--- config.mk ---
export PLATFORM = sky130hd
export DESIGN_NAME = lmv_front
export DESIGN_NICKNAME = d
export VERILOG_FILES = /design/src/lmv_pkg.sv /design/src/lmv_front.sv
export SDC_FILE = /design/constraint.sdc
export NUM_CORES = 1
export LEC_CHECK = 0
export BUFFER_PORTS_ARGS = -buffer_cell sky130_fd_sc_hd__buf_4
export CAP_MARGIN = 20
export CORE_UTILIZATION = 40
export CTS_BUF_LIST = sky130_fd_sc_hd__clkbuf_4 sky130_fd_sc_hd__clkbuf_8 sky130_fd_sc_hd__clkbuf_16
export CTS_CLUSTER_SIZE = 28
export DETAILED_ROUTE_END_ITERATION = 10
export GPL_TIMING_DRIVEN = 0
export SLEW_MARGIN = 10
export SYNTH_ARGS = -nofsm -noshare
export SYNTH_HDL_FRONTEND = slang
export SYNTH_SLANG_ARGS = --single-unit
--- constraint.sdc ---
create_clock -name i_clk -period 3.65 [get_ports i_clk]
set_clock_uncertainty 0.1 [all_clocks]
set_input_delay 0.1825 -clock i_clk [delete_from_list [all_inputs] [get_ports i_clk]]
set_output_delay 0.1825 -clock i_clk [all_outputs]
set_load 0.005 [all_outputs]
--- src/lmv_pkg.sv ---
// ----------------------------------------------------------------------------
// lmv_pkg
// shared constants, types and state codes for the 7x7 mean/variance filter
// ----------------------------------------------------------------------------
package lmv_pkg;

    localparam int MAX_WIDTH   = 256;
    localparam int MAX_HEIGHT  = 256;
    localparam int WIN         = 7;
    localparam int HALF        = WIN / 2;
    localparam int COL_BITS    = $clog2(MAX_WIDTH);
    localparam int SLOT_BITS   = $clog2(WIN);
    localparam int MEM_DEPTH   = WIN * MAX_WIDTH;
    localparam int ADDR_BITS   = $clog2(MEM_DEPTH);
    localparam int CNT_BITS    = $clog2(WIN * WIN + 1);
    localparam int ACC_BITS    = 22;
    localparam int DIM_BITS    = 9;

    // command queue between front and back, and result queue
    localparam int CMD_DEPTH    = 4;
    localparam int CMD_PTR_BITS = $clog2(CMD_DEPTH);
    localparam int RES_DEPTH    = 2;
    localparam int RES_PTR_BITS = $clog2(RES_DEPTH);

    localparam logic [1:0] REG_FRAME_WIDTH  = 2'd0;
    localparam logic [1:0] REG_FRAME_HEIGHT = 2'd1;

    typedef struct packed {
        logic [7:0]          pixel;
        logic [DIM_BITS-1:0] col;
        logic [DIM_BITS-1:0] row;
        logic [SLOT_BITS-1:0] slot;
        logic                wr;
        logic                prod;
        logic [7:0]          cc;
        logic [7:0]          cr;
        logic                fend;
        logic [DIM_BITS-1:0] w;
        logic [DIM_BITS-1:0] h;
    } t_cmd;

    typedef struct packed {
        logic [7:0]  mean;
        logic [13:0] var_q;
        logic [7:0]  cc;
        logic [7:0]  cr;
        logic        fend;
    } t_res;

    // front to back command channel
    typedef struct packed {
        logic vld;
        t_cmd cmd;
    } t_cmd_chan;

    typedef enum logic [2:0] {
        S_IDLE,
        S_WRITE,
        S_PASS,
        S_DRAIN,
        S_DIVM,
        S_DIVV,
        S_OUT
    } t_state;

endpackage

--- src/lmv_front.sv ---
// ----------------------------------------------------------------------------
// lmv_front
// scan position tracking, frame registers and the command queue
// ----------------------------------------------------------------------------
module lmv_front (
    input  logic                        i_clk,
    input  logic                        i_rst_n,
    input  logic                        push,
    output logic                        full,
    input  logic [7:0]                  i_pixel,
    input  logic                        i_cfg_valid,
    input  logic [1:0]                  i_cfg_index,
    input  logic [lmv_pkg::DIM_BITS-1:0] i_cfg_data,
    output lmv_pkg::t_cmd_chan          o_chan,
    input  logic                        i_cmd_pop
);
    logic [lmv_pkg::DIM_BITS-1:0] r_fw, r_fh, r_col, r_row;
    logic [lmv_pkg::SLOT_BITS-1:0] r_slot;
    lmv_pkg::t_cmd r_q [lmv_pkg::CMD_DEPTH];
    logic [lmv_pkg::CMD_PTR_BITS-1:0] r_wp, r_rp;
    logic [lmv_pkg::CMD_PTR_BITS:0] r_cnt;

    logic [lmv_pkg::DIM_BITS-1:0] w, h;
    logic [9:0] col1, row1, wlim, hlim;
    logic acc, pop_ok;
    lmv_pkg::t_cmd cmd;

    always_comb begin
        w = (r_fw == '0) ? 9'd1 : ((r_fw > 9'(lmv_pkg::MAX_WIDTH)) ?
            9'(lmv_pkg::MAX_WIDTH) : r_fw);
        h = (r_fh == '0) ? 9'd1 : ((r_fh > 9'(lmv_pkg::MAX_HEIGHT)) ?
            9'(lmv_pkg::MAX_HEIGHT) : r_fh);
        wlim = {1'b0, w} + 10'(lmv_pkg::HALF);
        hlim = {1'b0, h} + 10'(lmv_pkg::HALF);
        col1 = {1'b0, r_col} + 10'd1;
        row1 = {1'b0, r_row} + 10'd1;
        cmd.pixel = i_pixel;
        cmd.col   = r_col;
        cmd.row   = r_row;
        cmd.slot  = r_slot;
        cmd.wr    = (r_row < h) && (r_col < w);
        cmd.prod  = (r_row >= 9'(lmv_pkg::HALF)) && (r_col >= 9'(lmv_pkg::HALF));
        cmd.cc    = 8'(r_col - 9'(lmv_pkg::HALF));
        cmd.cr    = 8'(r_row - 9'(lmv_pkg::HALF));
        cmd.fend  = ({1'b0, r_row} + 10'd1 == hlim) && (col1 == wlim);
        cmd.w     = w;
        cmd.h     = h;
    end

    assign full   = (r_cnt == (lmv_pkg::CMD_PTR_BITS + 1)'(lmv_pkg::CMD_DEPTH));
    assign acc    = push && !full;
    assign pop_ok = i_cmd_pop && (r_cnt != '0);
    assign o_chan.vld = (r_cnt != '0);
    assign o_chan.cmd = r_q[r_rp];

    always_ff @(posedge i_clk) begin
        if (!i_rst_n) begin
            r_fw   <= 9'(lmv_pkg::MAX_WIDTH);
            r_fh   <= 9'(lmv_pkg::MAX_HEIGHT);
            r_col  <= '0;
            r_row  <= '0;
            r_slot <= '0;
            r_wp   <= '0;
            r_rp   <= '0;
            r_cnt  <= '0;
        end else begin
            if (i_cfg_valid) begin
                if (i_cfg_index == lmv_pkg::REG_FRAME_WIDTH) begin
                    r_fw <= i_cfg_data;
                end
                if (i_cfg_index == lmv_pkg::REG_FRAME_HEIGHT) begin
                    r_fh <= i_cfg_data;
                end
                if (i_cfg_index == lmv_pkg::REG_FRAME_WIDTH ||
                    i_cfg_index == lmv_pkg::REG_FRAME_HEIGHT) begin
                    r_col  <= '0;
                    r_row  <= '0;
                    r_slot <= '0;
                end
            end else if (acc) begin
                if (col1 >= wlim) begin
                    r_col <= '0;
                    if (row1 >= hlim) begin
                        r_row  <= '0;
                        r_slot <= '0;
                    end else begin
                        r_row  <= row1[8:0];
                        r_slot <= (r_slot == 3'(lmv_pkg::WIN - 1)) ? '0 : r_slot + 3'd1;
                    end
                end else begin
                    r_col <= col1[8:0];
                end
            end
            if (acc) begin
                r_wp <= r_wp + lmv_pkg::CMD_PTR_BITS'(1);
            end
            if (pop_ok) begin
                r_rp <= r_rp + lmv_pkg::CMD_PTR_BITS'(1);
            end
            r_cnt <= r_cnt + (lmv_pkg::CMD_PTR_BITS + 1)'(acc)
                           - (lmv_pkg::CMD_PTR_BITS + 1)'(pop_ok);
        end
    end

    always_ff @(posedge i_clk) begin
        if (acc) begin
            r_q[r_wp] <= cmd;
        end
    end

endmodule

==> summary.txt <==
Outcome -> complete, no violations
Max-slew headroom -> 0.485
DRC -> 0
Power per cell area -> 599 mW/mm²
Die area -> 0.0340 mm²
Final setup TNS -> 0 ns
Slew Viols, Final -> 0
Most frequent cells in the layout -> 264 x edfxtp_1, 93 x buf_4, 66 x mux4_2
Startpoint types -> register
First-pass GRT wire length -> 43.4 mm
Largest net degree at the start of global routing -> 50
Area of the multi-input gates -> 0.00421 mm²
CP max FO -> 10
DIE WIDTH -> 184 µm
PortBufs -> 90
# clock sinks -> 312
Number of flops mapped to enable cells by yosys -> 264
Cell area after synthesis -> 0.0133 mm²
1st-iter DRT viols -> 437
Mean Syn Cell Area -> 16.2 µm²
Final setup viols -> 0
Initial antenna violation count -> 0
Commonest non-fill, non-tap cell in the layout -> edfxtp_1
Final ANT Viol Nets -> 0
Final Power -> 0.00963 W
Vert. Die Dim -> 184 µm
Post-synthesis cell type count -> 64
Core area -> 0.0326 mm²
Clock Tree Root -> clkbuf_16
Register area -> 0.00889 mm²
Total Routing Usage GR -> 0.171
Critical Path RT -> 3.97 ns
Worst Tran Pin Value -> 0.769 ns
Num CTS Buffers -> 34
Via count -> 7458
Worst r2r src -> r_fh[4]
Hold_ws -> 0.0405 ns
Place WS -> -0.141 ns
WHS Path Cells -> 4
Crit Path Category -> register to register
TritonCTS clock tree -> yes
Hold Vio Cnt, Final -> 0
Detailed Place HPWL -> 18.7 mm
Most frequently used flop master after synthesis -> edfxtp_1
Ratio of cells with drive above 1 in the final layout -> 0.268
Register area share after synthesis -> 0.667
Gpl congestion -> 0.850
Total gr overflow -> 0
Leakage -> 5.36 nW
Clock Tree Buf Depth -> 3
Endpoint of the worst register-to-register path -> r_slot[1]
RSZ-0062 raised after global routing -> no
H-tree depth -> 2
Min-Delay Startpoint -> i_cfg_valid
Ys async rst share -> 0
Fin cells -> 1438
Vias/cell -> 5.19
Antenna fix cells -> 0
FMAX -> 290 MHz
Worst vdd ir -> 0.314 mV
Reg clk slew, reported paths -> 0.06 ns
Drt wl/cell -> 19.7 µm
Synthesis-stage register bit count -> 312
IO Count -> 92
Gate Count Post-Synth -> 820
Reg2Reg Setup Slack -> 0.20 ns
Final #Nets -> 1045
Ys Warns -> 0
Max_cap viols -> 0
Worst r2r path cells -> 15
Critical Path Sink Type -> register
Worst-Skew Late Latency -> 0.51 ns
Worst hold path class -> input pin to register
Initial Util -> 0.408
# rows -> 66
Post-route clock period utilization -> 0.946
WHS Endpoint -> r_col[1]
Detailed Routing Iterations Pass 1 -> 7
Setup ws final -> 0.198 ns
Crit path time final -> 3.45 ns
Area delta synth->final -> 20.7%
Placed cells -> 1357
Worst EP arrival -> 3.78 ns
Number of fill cells -> 2778
Final wirelength -> 28.3 mm
Vias in the first global route -> 7599
[logic make-up (layout without fill, tap and decap cells)]
| family | count (synthesis) | after routing | share of synthesized area |
|---|---|---|---|
| DFF | 312 | 312 | 0.667 |
| and+or+nand+nor | 185 | 185 | 0.0735 |
| AOI/OAI and AO/OA | 86 | 86 | 0.0460 |
| muxes | 73 | 73 | 0.117 |
| buffers and inverters | 73 | 248 | 0.0224 |
| adders and majority gates | 49 | 49 | 0.0466 |
| xor gates and xnor gates | 41 | 41 | 0.0270 |
| other | 1 | 2 | 0.000282 |
[power breakdown]
group,switching (W),internal [W]
registers,0.0000992,0.00420
logic,0.000895,0.000988
clock network,0.00134,0.00212
[Yosys cell counts, types with 2 or more instances]
| cell type | instances | area share |
|---|---|---|
| o22ai_1 | 7 | 0.0033 |
| nand2b_1 | 4 | 0.0019 |
| nor4_1 | 6 | 0.0028 |
| a211oi_1 | 3 | 0.0017 |
| nand3b_1 | 9 | 0.0051 |
| nand3_1 | 26 | 0.0098 |
| buf_1 | 4 | 0.0011 |
| mux2i_1 | 7 | 0.0053 |
| clkbuf_1 | 22 | 0.0062 |
| nor3_1 | 5 | 0.0019 |
| a21oi_1 | 17 | 0.0064 |
| nor2_1 | 18 | 0.0051 |
| a21o_1 | 2 | 0.0011 |
| ha_1 | 48 | 0.045 |
| a21oi_2 | 4 | 0.0026 |
| inv_1 | 29 | 0.0082 |
| o21ai_0 | 9 | 0.0034 |
| a21boi_0 | 12 | 0.0068 |
| buf_2 | 14 | 0.0053 |
| o211ai_1 | 3 | 0.0017 |
| nand2_1 | 58 | 0.016 |
| clkinv_1 | 2 | 0.00056 |
| nor3b_2 | 2 | 0.0019 |
| or3_1 | 2 | 0.00094 |
| a31o_2 | 4 | 0.0026 |
| xor2_1 | 17 | 0.011 |
| dfxtp_1 | 48 | 0.072 |
| xnor2_1 | 24 | 0.016 |
| a21boi_1 | 5 | 0.0028 |
| and3_1 | 8 | 0.0038 |
| and2_1 | 13 | 0.0061 |
| o21a_1 | 4 | 0.0023 |
| mux4_2 | 66 | 0.11 |
| a31oi_1 | 3 | 0.0014 |
| nor2b_1 | 15 | 0.0070 |
| edfxtp_1 | 264 | 0.60 |
| nand4_1 | 9 | 0.0042 |
[flip-flops by register name, summed over array words and instances (netlist names), named ones only]
name and count:
r_q 264, r_col 9, r_fh 9, r_fw 9, r_row 9, r_cnt 3
r_slot 3, r_rp 2, r_wp 2
[worst max-delay path, cell delays in order, from the launching register on]
cell and delay [ns]:
dfxtp_1 0.35, nor4_1 0.31, a21oi_1 0.15, nor2_4 0.23, inv_1 0.10, ha_1 0.26, nor3_1 0.25, xnor2_1 0.17
ha_1 0.29, a21oi_1 0.13, nand2_1 0.07, and3_1 0.18, a211oi_2 0.32, buf_6 0.21, a21oi_1 0.08, o22ai_1 0.16
[area by class of cell]
type,count,area share
inverter,32,0.00747
tap,442,0.0344
multi-input combinational,436,0.262
sequential,312,0.553
clock buffer,42,0.0585
clock inverter,18,0.0121
buffer,41,0.0115
timing repair buffer,115,0.0610
[per-stage QoR]
step / cell area [µm²] / utilization
after floorplan: 13300 / -
after global placement: 14600 / 0.446
after detailed placement: 14700 / 0.450
after CTS: 16000 / 0.490
after global routing: 16100 / 0.493
final: 16100 / 0.493
[what timing repair did]
| item | in CTS | in global routing |
|---|---|---|
| hold buffers | 18 | 0 |
| hold endpoints to repair | 50 | 0 |
| setup buffers | 0 | 3 |
| pin swaps | 0 | 3 |
| cloned | 0 | 0 |
| resized for setup | 4 | 15 |
| setup endpoints to repair | 21 | 22 |
[routing by layer]
layer,global-route usage,wire length [µm]
met2,0.271,13100
met3,0.0253,1320
met4,0.0550,650
met1,0.242,13200
met5,0,0
[worst max-delay path by stage]
stage,cells past startpoint,to,from
after global routing,15,r_row[8],r_fh[4]
after floorplan,15,r_row[7],r_fw[6]
after global placement,4,r_q[1][31],r_cnt[1]
final,15,r_slot[1],r_fh[4]
after CTS,11,r_q[1][18],r_fw[6]
after detailed placement,14,r_row[7],r_fw[6]
No activity file was read; power rests on OpenSTA's default activity.
